**config.mk**
```make
export PLATFORM = sky130hd
export DESIGN_NAME = multichannel_biquad_filter
export DESIGN_NICKNAME = d
export VERILOG_FILES = /design/src/rtl/core/mbq_pkg.sv /design/src/rtl/core/multichannel_biquad_filter.sv /design/src/rtl/core/mbq_regs.sv /design/src/rtl/core/mbq_front.sv /design/src/rtl/core/mbq_engine.sv
export SDC_FILE = /design/constraint.sdc
export NUM_CORES = 2
export LEC_CHECK = 0
export BUFFER_PORTS_ARGS = -buffer_cell sky130_fd_sc_hd__buf_2
export CAP_MARGIN = 20
export CORE_MARGIN = 2
export CORE_UTILIZATION = 25
export DETAILED_ROUTE_END_ITERATION = 10
export PLACE_DENSITY_LB_ADDON = 0.12
export SLEW_MARGIN = 20
export SYNTH_ARGS = -nofsm -noshare
export SYNTH_HDL_FRONTEND = slang
export SYNTH_SLANG_ARGS = --single-unit
export TNS_END_PERCENT = 30
```
**constraint.sdc**
```tcl
create_clock -name clock -period 10.15 [get_ports clock]
set_input_delay 0.5075 -clock clock [delete_from_list [all_inputs] [get_ports clock]]
set_output_delay 0.5075 -clock clock [all_outputs]
set_load 0.02 [all_outputs]
```
**src/rtl/core/mbq_pkg.sv**
```systemverilog
// Shared types, widths and register codes of the multichannel biquad filter.
package mbq_pkg;

   localparam int NUM_CHANNELS = 8;
   localparam int CHAN_BITS    = 3;
   localparam int SAMPLE_BITS  = 24;
   localparam int COEF_BITS    = 32;
   localparam int COEF_FRAC    = COEF_BITS - 4;
   localparam int PROD_BITS    = SAMPLE_BITS + COEF_BITS;
   localparam int ACC_BITS     = PROD_BITS + 3;
   localparam int CSR_IDX_BITS = 3;

   localparam logic [CHAN_BITS:0]          CHAN_COUNT = (CHAN_BITS + 1)'(NUM_CHANNELS);
   localparam logic signed [COEF_BITS-1:0] COEF_ONE   = COEF_BITS'(64'd1 << COEF_FRAC);

   typedef enum logic [CSR_IDX_BITS-1:0] {
      CSR_FF0 = 3'd0,
      CSR_FF1 = 3'd1,
      CSR_FF2 = 3'd2,
      CSR_FB1 = 3'd3,
      CSR_FB2 = 3'd4,
      CSR_WET = 3'd5,
      CSR_DRY = 3'd6
   } csr_index_type;

   typedef struct packed {
      logic signed [SAMPLE_BITS-1:0] sample_in;
      logic [CHAN_BITS-1:0]          chan;
   } req_type;

   typedef struct packed {
      logic signed [SAMPLE_BITS-1:0] sample_out;
      logic [CHAN_BITS-1:0]          chan_out;
   } rsp_type;

   typedef struct packed {
      logic signed [SAMPLE_BITS-1:0] x0;
      logic [CHAN_BITS-1:0]          chan;
      logic                          chan_ok;
   } item_type;

   typedef struct packed {
      logic signed [COEF_BITS-1:0] ff0;
      logic signed [COEF_BITS-1:0] ff1;
      logic signed [COEF_BITS-1:0] ff2;
      logic signed [COEF_BITS-1:0] fb1;
      logic signed [COEF_BITS-1:0] fb2;
      logic signed [COEF_BITS-1:0] wet;
      logic signed [COEF_BITS-1:0] dry;
   } coef_type;

endpackage

```
**src/rtl/core/multichannel_biquad_filter.sv**
```systemverilog
// Top level of the multichannel biquad filter: front queue, engine, coefficient registers.
// Direct form I biquad over eight channel histories, with optional wet/dry mix. A word
// pushed on req_ is queued two deep, then run through one shared 32x24 multiplier: five
// products, a drain step, a round/saturate step and a handoff step, plus two mix products,
// a drain and a round when the dry coefficient is nonzero. The engine works on one word at a
// time since each word updates its channel's history; the front queue and the result
// register let both sides stall independently. Coefficients are Q3.28 and should be
// written only while the block is idle; csr_ready is always high.
module multichannel_biquad_filter
   import mbq_pkg::*;
(
   input  logic                    clock,
   input  logic                    reset,
   input  logic                    req_push,
   output logic                    req_full,
   input  req_type                 req_word,
   output logic                    rsp_empty,
   input  logic                    rsp_pop,
   output rsp_type                 rsp_word,
   input  logic                    csr_valid,
   output logic                    csr_ready,
   input  logic [CSR_IDX_BITS-1:0] csr_index,
   input  logic [COEF_BITS-1:0]    csr_data
);

   coef_type    coef;
   item_type    item;
   logic        item_valid;
   logic        item_take;
   logic        eng_busy;

   mbq_regs u_regs (
      .clock     (clock),
      .reset     (reset),
      .csr_valid (csr_valid),
      .csr_ready (csr_ready),
      .csr_index (csr_index),
      .csr_data  (csr_data),
      .coef      (coef)
   );

   mbq_front u_front (
      .clock      (clock),
      .reset      (reset),
      .req_push   (req_push),
      .req_full   (req_full),
      .req_word   (req_word),
      .item       (item),
      .item_valid (item_valid),
      .item_take  (item_take)
   );

   mbq_engine u_engine (
      .clock      (clock),
      .reset      (reset),
      .coef       (coef),
      .item       (item),
      .item_valid (item_valid),
      .item_take  (item_take),
      .busy       (eng_busy),
      .rsp_empty  (rsp_empty),
      .rsp_pop    (rsp_pop),
      .rsp_word   (rsp_word)
   );

   a_reset_empty: assert property (@(posedge clock) reset |=> rsp_empty)
      else $error("result queue not empty after reset");

   a_take_valid: assert property (@(posedge clock) disable iff (reset)
      item_take |-> item_valid)
      else $error("engine took a word from an empty front queue");

   a_result_from_engine: assert property (@(posedge clock) disable iff (reset)
      $fell(rsp_empty) |-> $past(eng_busy))
      else $error("result appeared without engine activity");

   a_take_when_idle: assert property (@(posedge clock) disable iff (reset)
      item_take |=> eng_busy)
      else $error("engine did not start after taking a word");

endmodule

```
**src/rtl/core/mbq_regs.sv**
```systemverilog
// Coefficient register file written through the configuration port.
module mbq_regs
   import mbq_pkg::*;
(
   input  logic                    clock,
   input  logic                    reset,
   input  logic                    csr_valid,
   output logic                    csr_ready,
   input  logic [CSR_IDX_BITS-1:0] csr_index,
   input  logic [COEF_BITS-1:0]    csr_data,
   output coef_type                coef
);

   coef_type coef_ff;
   coef_type coef_in;

   assign csr_ready = 1'b1;
   assign coef      = coef_ff;

   always_comb begin
      coef_in = coef_ff;
      if (csr_valid) begin
         case (csr_index)
            CSR_FF0: coef_in.ff0 = csr_data;
            CSR_FF1: coef_in.ff1 = csr_data;
            CSR_FF2: coef_in.ff2 = csr_data;
            CSR_FB1: coef_in.fb1 = csr_data;
            CSR_FB2: coef_in.fb2 = csr_data;
            CSR_WET: coef_in.wet = csr_data;
            CSR_DRY: coef_in.dry = csr_data;
            default: coef_in = coef_ff;
         endcase
      end
   end

   always_ff @(posedge clock) begin
      if (reset) begin
         coef_ff     <= '0;
         coef_ff.ff0 <= COEF_ONE;
         coef_ff.wet <= COEF_ONE;
      end else begin
         coef_ff <= coef_in;
      end
   end

endmodule

```
**src/rtl/core/mbq_front.sv**
```systemverilog
// Input side: accepts request words, tags channel range, queues them for the engine.
module mbq_front
   import mbq_pkg::*;
(
   input  logic     clock,
   input  logic     reset,
   input  logic     req_push,
   output logic     req_full,
   input  req_type  req_word,
   output item_type item,
   output logic     item_valid,
   input  logic     item_take
);

   item_type   slot_ff [2];
   logic       wr_ptr_ff;
   logic       wr_ptr_in;
   logic       rd_ptr_ff;
   logic       rd_ptr_in;
   logic [1:0] count_ff;
   logic [1:0] count_in;
   logic       push_ok;
   logic       pop_ok;
   item_type   entry;

   assign req_full   = (count_ff == 2'd2);
   assign item_valid = (count_ff != 2'd0);
   assign item       = slot_ff[rd_ptr_ff];
   assign push_ok    = req_push && !req_full;
   assign pop_ok     = item_take && item_valid;

   always_comb begin
      entry.x0      = req_word.sample_in;
      entry.chan    = req_word.chan;
      entry.chan_ok = ({1'b0, req_word.chan} < CHAN_COUNT);
      wr_ptr_in     = push_ok ? !wr_ptr_ff : wr_ptr_ff;
      rd_ptr_in     = pop_ok ? !rd_ptr_ff : rd_ptr_ff;
      count_in      = count_ff;
      if (push_ok && !pop_ok) begin
         count_in = count_ff + 2'd1;
      end else if (pop_ok && !push_ok) begin
         count_in = count_ff - 2'd1;
      end
   end

   always_ff @(posedge clock) begin
      if (reset) begin
         wr_ptr_ff <= 1'b0;
         rd_ptr_ff <= 1'b0;
         count_ff  <= 2'd0;
      end else begin
         wr_ptr_ff <= wr_ptr_in;
         rd_ptr_ff <= rd_ptr_in;
         count_ff  <= count_in;
      end
   end

   always_ff @(posedge clock) begin
      if (push_ok) begin
         slot_ff[wr_ptr_ff] <= entry;
      end
   end

endmodule

```
**src/rtl/core/mbq_engine.sv**
```systemverilog
// Filter engine: shared multiply-accumulate sequencer, channel histories, result register.
module mbq_engine
   import mbq_pkg::*;
(
   input  logic     clock,
   input  logic     reset,
   input  coef_type coef,
   input  item_type item,
   input  logic     item_valid,
   output logic     item_take,
   output logic     busy,
   output logic     rsp_empty,
   input  logic     rsp_pop,
   output rsp_type  rsp_word
);

   typedef enum logic [4:0] {
      ST_IDLE  = 5'b00001,
      ST_MAC   = 5'b00010,
      ST_DRAIN = 5'b00100,
      ST_ROUND = 5'b01000,
      ST_DONE  = 5'b10000
   } state_type;

   localparam logic [2:0] TAP_X0   = 3'd0;
   localparam logic [2:0] TAP_X1   = 3'd1;
   localparam logic [2:0] TAP_X2   = 3'd2;
   localparam logic [2:0] TAP_Y1   = 3'd3;
   localparam logic [2:0] TAP_Y2   = 3'd4;
   localparam logic [2:0] TAP_WET  = 3'd0;
   localparam logic [2:0] TAP_DRY  = 3'd1;

   localparam logic signed [ACC_BITS-1:0] ROUND_HALF = ACC_BITS'(64'd1 << (COEF_FRAC - 1));
   localparam logic signed [ACC_BITS-1:0] SAT_HI =
      ACC_BITS'((64'd1 << (SAMPLE_BITS - 1)) - 64'd1);
   localparam logic signed [ACC_BITS-1:0] SAT_LO = -(ACC_BITS'(64'd1 << (SAMPLE_BITS - 1)));

   function automatic logic signed [SAMPLE_BITS-1:0] round_sat(
      input logic signed [ACC_BITS-1:0] acc
   );
      logic signed [ACC_BITS-1:0] r;
      logic signed [ACC_BITS-1:0] q;
      r = acc + ROUND_HALF;
      q = r >>> COEF_FRAC;
      if (q > SAT_HI) begin
         q = SAT_HI;
      end else if (q < SAT_LO) begin
         q = SAT_LO;
      end
      return q[SAMPLE_BITS-1:0];
   endfunction

   state_type                     state_ff, state_in;
   logic [2:0]                    cnt_ff, cnt_in;
   logic                          mix_ff, mix_in;
   logic                          pv_ff, pv_in;
   logic                          neg_ff, neg_in;
   logic signed [PROD_BITS-1:0]   prod_ff, prod_in;
   logic signed [ACC_BITS-1:0]    acc_ff, acc_in;
   logic signed [SAMPLE_BITS-1:0] x0_ff, x0_in;
   logic signed [SAMPLE_BITS-1:0] x1_ff, x1_in;
   logic signed [SAMPLE_BITS-1:0] x2_ff, x2_in;
   logic signed [SAMPLE_BITS-1:0] y1_ff, y1_in;
   logic signed [SAMPLE_BITS-1:0] y2_ff, y2_in;
   logic signed [SAMPLE_BITS-1:0] y0_ff, y0_in;
   logic signed [SAMPLE_BITS-1:0] res_ff, res_in;
   logic [CHAN_BITS-1:0]          chan_ff, chan_in;
   logic                          ok_ff, ok_in;
   logic                          rsp_valid_ff, rsp_valid_in;
   rsp_type                       rsp_word_ff, rsp_word_in;

   logic signed [SAMPLE_BITS-1:0] in_hist1_ff  [NUM_CHANNELS];
   logic signed [SAMPLE_BITS-1:0] in_hist2_ff  [NUM_CHANNELS];
   logic signed [SAMPLE_BITS-1:0] out_hist1_ff [NUM_CHANNELS];
   logic signed [SAMPLE_BITS-1:0] out_hist2_ff [NUM_CHANNELS];

   logic signed [COEF_BITS-1:0]   mul_coef;
   logic signed [SAMPLE_BITS-1:0] mul_op;
   logic                          mul_neg;
   logic signed [ACC_BITS-1:0]    prod_ext;
   logic signed [ACC_BITS-1:0]    acc_sum;
   logic signed [SAMPLE_BITS-1:0] rnd;
   logic [2:0]                    last_tap;
   logic                          hist_we;
   logic                          pop_ok;
   logic                          load_rsp;

   assign busy      = (state_ff != ST_IDLE);
   assign rsp_empty = !rsp_valid_ff;
   assign rsp_word  = rsp_word_ff;
   assign pop_ok    = rsp_pop && rsp_valid_ff;
   assign prod_ext  = {{(ACC_BITS - PROD_BITS){prod_ff[PROD_BITS-1]}}, prod_ff};
   assign rnd       = round_sat(acc_ff);
   assign last_tap  = mix_ff ? TAP_DRY : TAP_Y2;

   always_comb begin
      mul_coef = coef.ff0;
      mul_op   = x0_ff;
      mul_neg  = 1'b0;
      if (mix_ff) begin
         case (cnt_ff)
            TAP_WET: begin
               mul_coef = coef.wet;
               mul_op   = y0_ff;
            end
            default: begin
               mul_coef = coef.dry;
               mul_op   = x0_ff;
            end
         endcase
      end else begin
         case (cnt_ff)
            TAP_X0: begin
               mul_coef = coef.ff0;
               mul_op   = x0_ff;
            end
            TAP_X1: begin
               mul_coef = coef.ff1;
               mul_op   = x1_ff;
            end
            TAP_X2: begin
               mul_coef = coef.ff2;
               mul_op   = x2_ff;
            end
            TAP_Y1: begin
               mul_coef = coef.fb1;
               mul_op   = y1_ff;
               mul_neg  = 1'b1;
            end
            TAP_Y2: begin
               mul_coef = coef.fb2;
               mul_op   = y2_ff;
               mul_neg  = 1'b1;
            end
            default: begin
               mul_coef = coef.ff0;
               mul_op   = x0_ff;
            end
         endcase
      end
   end

   always_comb begin
      if (!pv_ff) begin
         acc_sum = acc_ff;
      end else if (neg_ff) begin
         acc_sum = acc_ff - prod_ext;
      end else begin
         acc_sum = acc_ff + prod_ext;
      end
   end

   always_comb begin
      state_in    = state_ff;
      cnt_in      = cnt_ff;
      mix_in      = mix_ff;
      pv_in       = pv_ff;
      neg_in      = neg_ff;
      prod_in     = prod_ff;
      acc_in      = acc_ff;
      x0_in       = x0_ff;
      x1_in       = x1_ff;
      x2_in       = x2_ff;
      y1_in       = y1_ff;
      y2_in       = y2_ff;
      y0_in       = y0_ff;
      res_in      = res_ff;
      chan_in     = chan_ff;
      ok_in       = ok_ff;
      item_take   = 1'b0;
      hist_we     = 1'b0;
      load_rsp    = 1'b0;
      rsp_word_in = rsp_word_ff;
      case (state_ff)
         ST_IDLE: begin
            if (item_valid) begin
               item_take = 1'b1;
               x0_in     = item.x0;
               chan_in   = item.chan;
               ok_in     = item.chan_ok;
               x1_in     = item.chan_ok ? in_hist1_ff[item.chan] : '0;
               x2_in     = item.chan_ok ? in_hist2_ff[item.chan] : '0;
               y1_in     = item.chan_ok ? out_hist1_ff[item.chan] : '0;
               y2_in     = item.chan_ok ? out_hist2_ff[item.chan] : '0;
               acc_in    = '0;
               pv_in     = 1'b0;
               cnt_in    = TAP_X0;
               mix_in    = 1'b0;
               state_in  = ST_MAC;
            end
         end
         ST_MAC: begin
            prod_in = mul_coef * mul_op;
            neg_in  = mul_neg;
            pv_in   = 1'b1;
            acc_in  = acc_sum;
            if (cnt_ff == last_tap) begin
               state_in = ST_DRAIN;
            end else begin
               cnt_in = cnt_ff + 3'd1;
            end
         end
         ST_DRAIN: begin
            acc_in   = acc_sum;
            pv_in    = 1'b0;
            state_in = ST_ROUND;
         end
         ST_ROUND: begin
            if (!mix_ff) begin
               y0_in   = rnd;
               hist_we = ok_ff;
               if (coef.dry != '0) begin
                  mix_in   = 1'b1;
                  cnt_in   = TAP_WET;
                  acc_in   = '0;
                  pv_in    = 1'b0;
                  state_in = ST_MAC;
               end else begin
                  res_in   = rnd;
                  state_in = ST_DONE;
               end
            end else begin
               res_in   = rnd;
               state_in = ST_DONE;
            end
         end
         ST_DONE: begin
            if (!rsp_valid_ff || pop_ok) begin
               load_rsp               = 1'b1;
               rsp_word_in.sample_out = res_ff;
               rsp_word_in.chan_out   = chan_ff;
               state_in               = ST_IDLE;
            end
         end
         default: begin
            state_in = ST_IDLE;
         end
      endcase
      rsp_valid_in = rsp_valid_ff;
      if (pop_ok) begin
         rsp_valid_in = 1'b0;
      end
      if (load_rsp) begin
         rsp_valid_in = 1'b1;
      end
   end

   always_ff @(posedge clock) begin
      if (reset) begin
         state_ff     <= ST_IDLE;
         cnt_ff       <= TAP_X0;
         mix_ff       <= 1'b0;
         pv_ff        <= 1'b0;
         neg_ff       <= 1'b0;
         rsp_valid_ff <= 1'b0;
         for (int i = 0; i < NUM_CHANNELS; i++) begin
            in_hist1_ff[i]  <= '0;
            in_hist2_ff[i]  <= '0;
            out_hist1_ff[i] <= '0;
            out_hist2_ff[i] <= '0;
         end
      end else begin
         state_ff     <= state_in;
         cnt_ff       <= cnt_in;
         mix_ff       <= mix_in;
         pv_ff        <= pv_in;
         neg_ff       <= neg_in;
         rsp_valid_ff <= rsp_valid_in;
         if (hist_we) begin
            in_hist2_ff[chan_ff]  <= x1_ff;
            in_hist1_ff[chan_ff]  <= x0_ff;
            out_hist2_ff[chan_ff] <= y1_ff;
            out_hist1_ff[chan_ff] <= rnd;
         end
      end
   end

   always_ff @(posedge clock) begin
      prod_ff     <= prod_in;
      acc_ff      <= acc_in;
      x0_ff       <= x0_in;
      x1_ff       <= x1_in;
      x2_ff       <= x2_in;
      y1_ff       <= y1_in;
      y2_ff       <= y2_in;
      y0_ff       <= y0_in;
      res_ff      <= res_in;
      chan_ff     <= chan_in;
      ok_ff       <= ok_in;
      rsp_word_ff <= rsp_word_in;
   end

endmodule

```
==> impl_metrics.yaml <==
worst_setup_path:
  crit_path_start_kind: "flop"
  max_stage_delay_ps: 560
  cp-end-kind: "flop"
  crit_path_frequent_cell: "fa_1"
  required_ps: 10800
  critical_path_arrival_ps: 10440
  worst-path-max-fanout: 36
  path_class: "flop to flop"
  cpMaxStageDelayCell: "fa_1"
die:
  io_pins: 97
  core_um2: 359000
  die-area_um2: 365000
  die_h_um: 604
  fp.dieW_um: 604
  start_util_pct: 25.1
  rows: 220
logic_synthesis:
  ys_seq_elements: 1376
  synth_edf_count: 1135
  ys_async_sr_fraction_pct: 0
  synth_nets: 10100
  syn_inst: 9067
  netlist_area_um2: 90000
  synth-seq-area-share_pct: 43.2
  synth_warnings: 0
  synth.distinct_cells: 85
  synth_ff_type: "edfxtp_1"
  syn_area_per_cell_um2: 9.92
final_layout:
  fin_nets: 10100
  regArea_um2: 38900
  area_delta_synth_final_pct: 14.0
  final_core_util_pct: 28.6
  final_layout_size_suffix_gt1_share_pct: 8.30
  design_area_um2: 103000
  multi_input_comb_area_um2: 46100
  fillers: 37500
grt:
  grt_max_degree: 147
  grt_pass1_wl_mm: 491
  grt_pass1_vias: 67900
  grt_use_total_pct: 18.3
  overflow: 0
  antenna_found_initial: 31
timing:
  fin_worst_skew_ps: 89.4
  min_period_ps: 9800
  setup_slack_ps: 354
  worst_pin_slew_ps: 1150
  post-route-period-util_pct: 96.5
  hold_violations: 0
  fmax_mhz: 102
  finalMaxSlewViolations: 0
  finalSetupViolations: 0
  rsz0062_at_grt: "no"
  slew_headroom_pct: 23.2
drt:
  first_pass_iters: 5
  num_vias: 66000
  route.antenna.remaining_nets: 0
  drc_errors: 0
  drt-initial-drc-count: 4958
  vias_per_cell: 4.72
  routed_wl_mm: 338
  post_drt_wl_per_cell_um: 24.2
placement:
  dp_hpwl_mm: 228
  io_buffer_count: 95
  dp_slack_ps: -131
  gp_congestion: 0.866
  place_area_um2: 96700
clocking:
  h-tree-depth: 4
  clock_sinks: 1376
  cts-root-buf: "clkbuf_16"
  numCtsBuffers: 168
  insertion_delay_ps: 890
  tritoncts: "done"
  path_clk_slew_ps: 60
  clock_path_buffers: 4
status:
  status: "complete, no violations"
worst_hold_path:
  hp-class: "input port to flop"
flow_run:
  maxCapViolCount: 0
-- registers in the layout, summed over array words and instances (netlist names), 2 cells and up, named ones only --
signal	count
u_engine.res_ff	24
u_regs.coef	224
u_engine.chan_ff	3
u_engine.acc_ff	59
u_engine.out_hist2_ff	192
u_engine.state_ff	5
u_engine.x1_ff	24
u_engine.x0_ff	24
u_front.count_ff	2
u_engine.prod_ff	56
u_engine.in_hist2_ff	192
u_engine.out_hist1_ff	192
u_engine.in_hist1_ff	192
u_engine.x2_ff	24
u_engine.y2_ff	24
u_front.slot_ff	54
u_engine.rsp_word	27
u_engine.y0_ff	24
u_engine.cnt_ff	3
u_engine.y1_ff	24
-- placed cells by master, fill, tap and decap left out, types with 238 or more instances in the layout --
master,count
fa_1,784
inv_1,887
dfxtp_1,238
edfxtp_1,1135
and3_1,317
nand3_1,567
and2_1,319
a21oi_1,370
nand2_1,1828
o21ai_0,301
nor2_1,540
-- area by class of cell --
class,count,area share [%]
timing repair buffer,377,2.92
inverter,891,3.27
sequential,1376,37.9
clock buffer,211,4.37
antenna,4,0.00976
multi-input combinational,6258,45.0
clock inverter,85,0.709
tap,4773,5.82
-- timing repair --
action                                  4_1_cts  5_1_grt
gates resized for setup                       1       20
endpoints found under the hold margin       232        0
pin swaps                                     0        1
endpoints found under the setup margin        4       11
hold buffers                                 57        0
setup buffers                                 0        3
cloned                                        0        1
-- critical path: cells and delay by family (launching register included) --
kind,cells,cell delay [ps]
compound gates,6,1820
mux,1,500
buf+inv,7,850
simple gates,7,1510
fa+ha+maj,9,4260
flops,1,390
xor+xnor,1,220
-- cell families (layout without fill, tap and decap cells) --
| group | count (synthesis) | count (layout) | share of synthesized area, % |
|---|---|---|---|
| flip-flops | 1376 | 1376 | 43.2 |
| multiplexers | 182 | 182 | 2.13 |
| AO/OA/AOI/OAI | 1062 | 1062 | 7.04 |
| adder cells (fa/ha/maj) | 1000 | 1000 | 20.4 |
| AND/OR/NAND/NOR | 3819 | 3820 | 19.2 |
| buffers and inverters | 1434 | 1564 | 6.06 |
| XOR/XNOR | 193 | 193 | 1.88 |
| other | 1 | 5 | 0.00417 |
-- synth_stat cells, types with 11 or more instances --
cell	count	area [um2]
nand2_1	1834	6880
edfxtp_1	1135	34100
inv_1	889	3340
fa_1	784	15700
nand3_1	571	2860
nor2_1	550	2060
clkbuf_1	484	1820
a21oi_1	372	1860
and2_1	321	2010
and3_1	319	2000
o21ai_0	314	1570
dfxtp_1	241	4820
ha_1	216	2700
xnor2_1	150	1310
a22oi_1	112	841
mux2i_1	107	1070
a21o_1	77	578
mux2_2	74	833
nor3_1	48	240
nand2b_1	47	294
o21ai_1	43	215
xor2_1	43	377
buf_1	39	146
nand4_1	28	175
a31oi_1	24	150
o21bai_1	22	165
nor4_1	21	131
nor2b_1	20	125
o21a_1	13	97.6
a211oi_1	11	82.6
nand3b_1	11	82.6
or3_1	11	68.8
-- through the flow --
step	cells	hold slack [ps]	TNS [ps]
final	14000	57.4	0
after global routing	14000	47.6	0
after CTS	14000	4.32	0
after detailed placement	13600	407	-133
after global placement	13600	403	-96.0
after floorplan	9067	400	0
-- worst paths after layout --
kind                                     startpoint                     to  slack (ps)  depth (start not counted)
worst max-delay path             u_engine.cnt_ff[0]   u_engine.prod_ff[46]         350                         31
worst min-delay path                   csr_data[31]       u_regs.coef[127]          60                          3
worst max register to register   u_engine.cnt_ff[0]   u_engine.prod_ff[46]         350                         31
worst min register to register  u_engine.res_ff[20]  u_engine.rsp_word[23]         400                          0
-- routing by layer --
layer  vias up  track usage, %  part of all wire (%)
met5         -               0                0.0038
met4         2            5.24                   2.9
met3       363            2.52                   5.2
met2      1630            30.2                    47
met1     34000            25.0                    45
li1      30000               -                     -
Power is left out: the tool's default activity adds up to more than one toggle a clock period on the data nets, which glitch-free logic cannot reach.
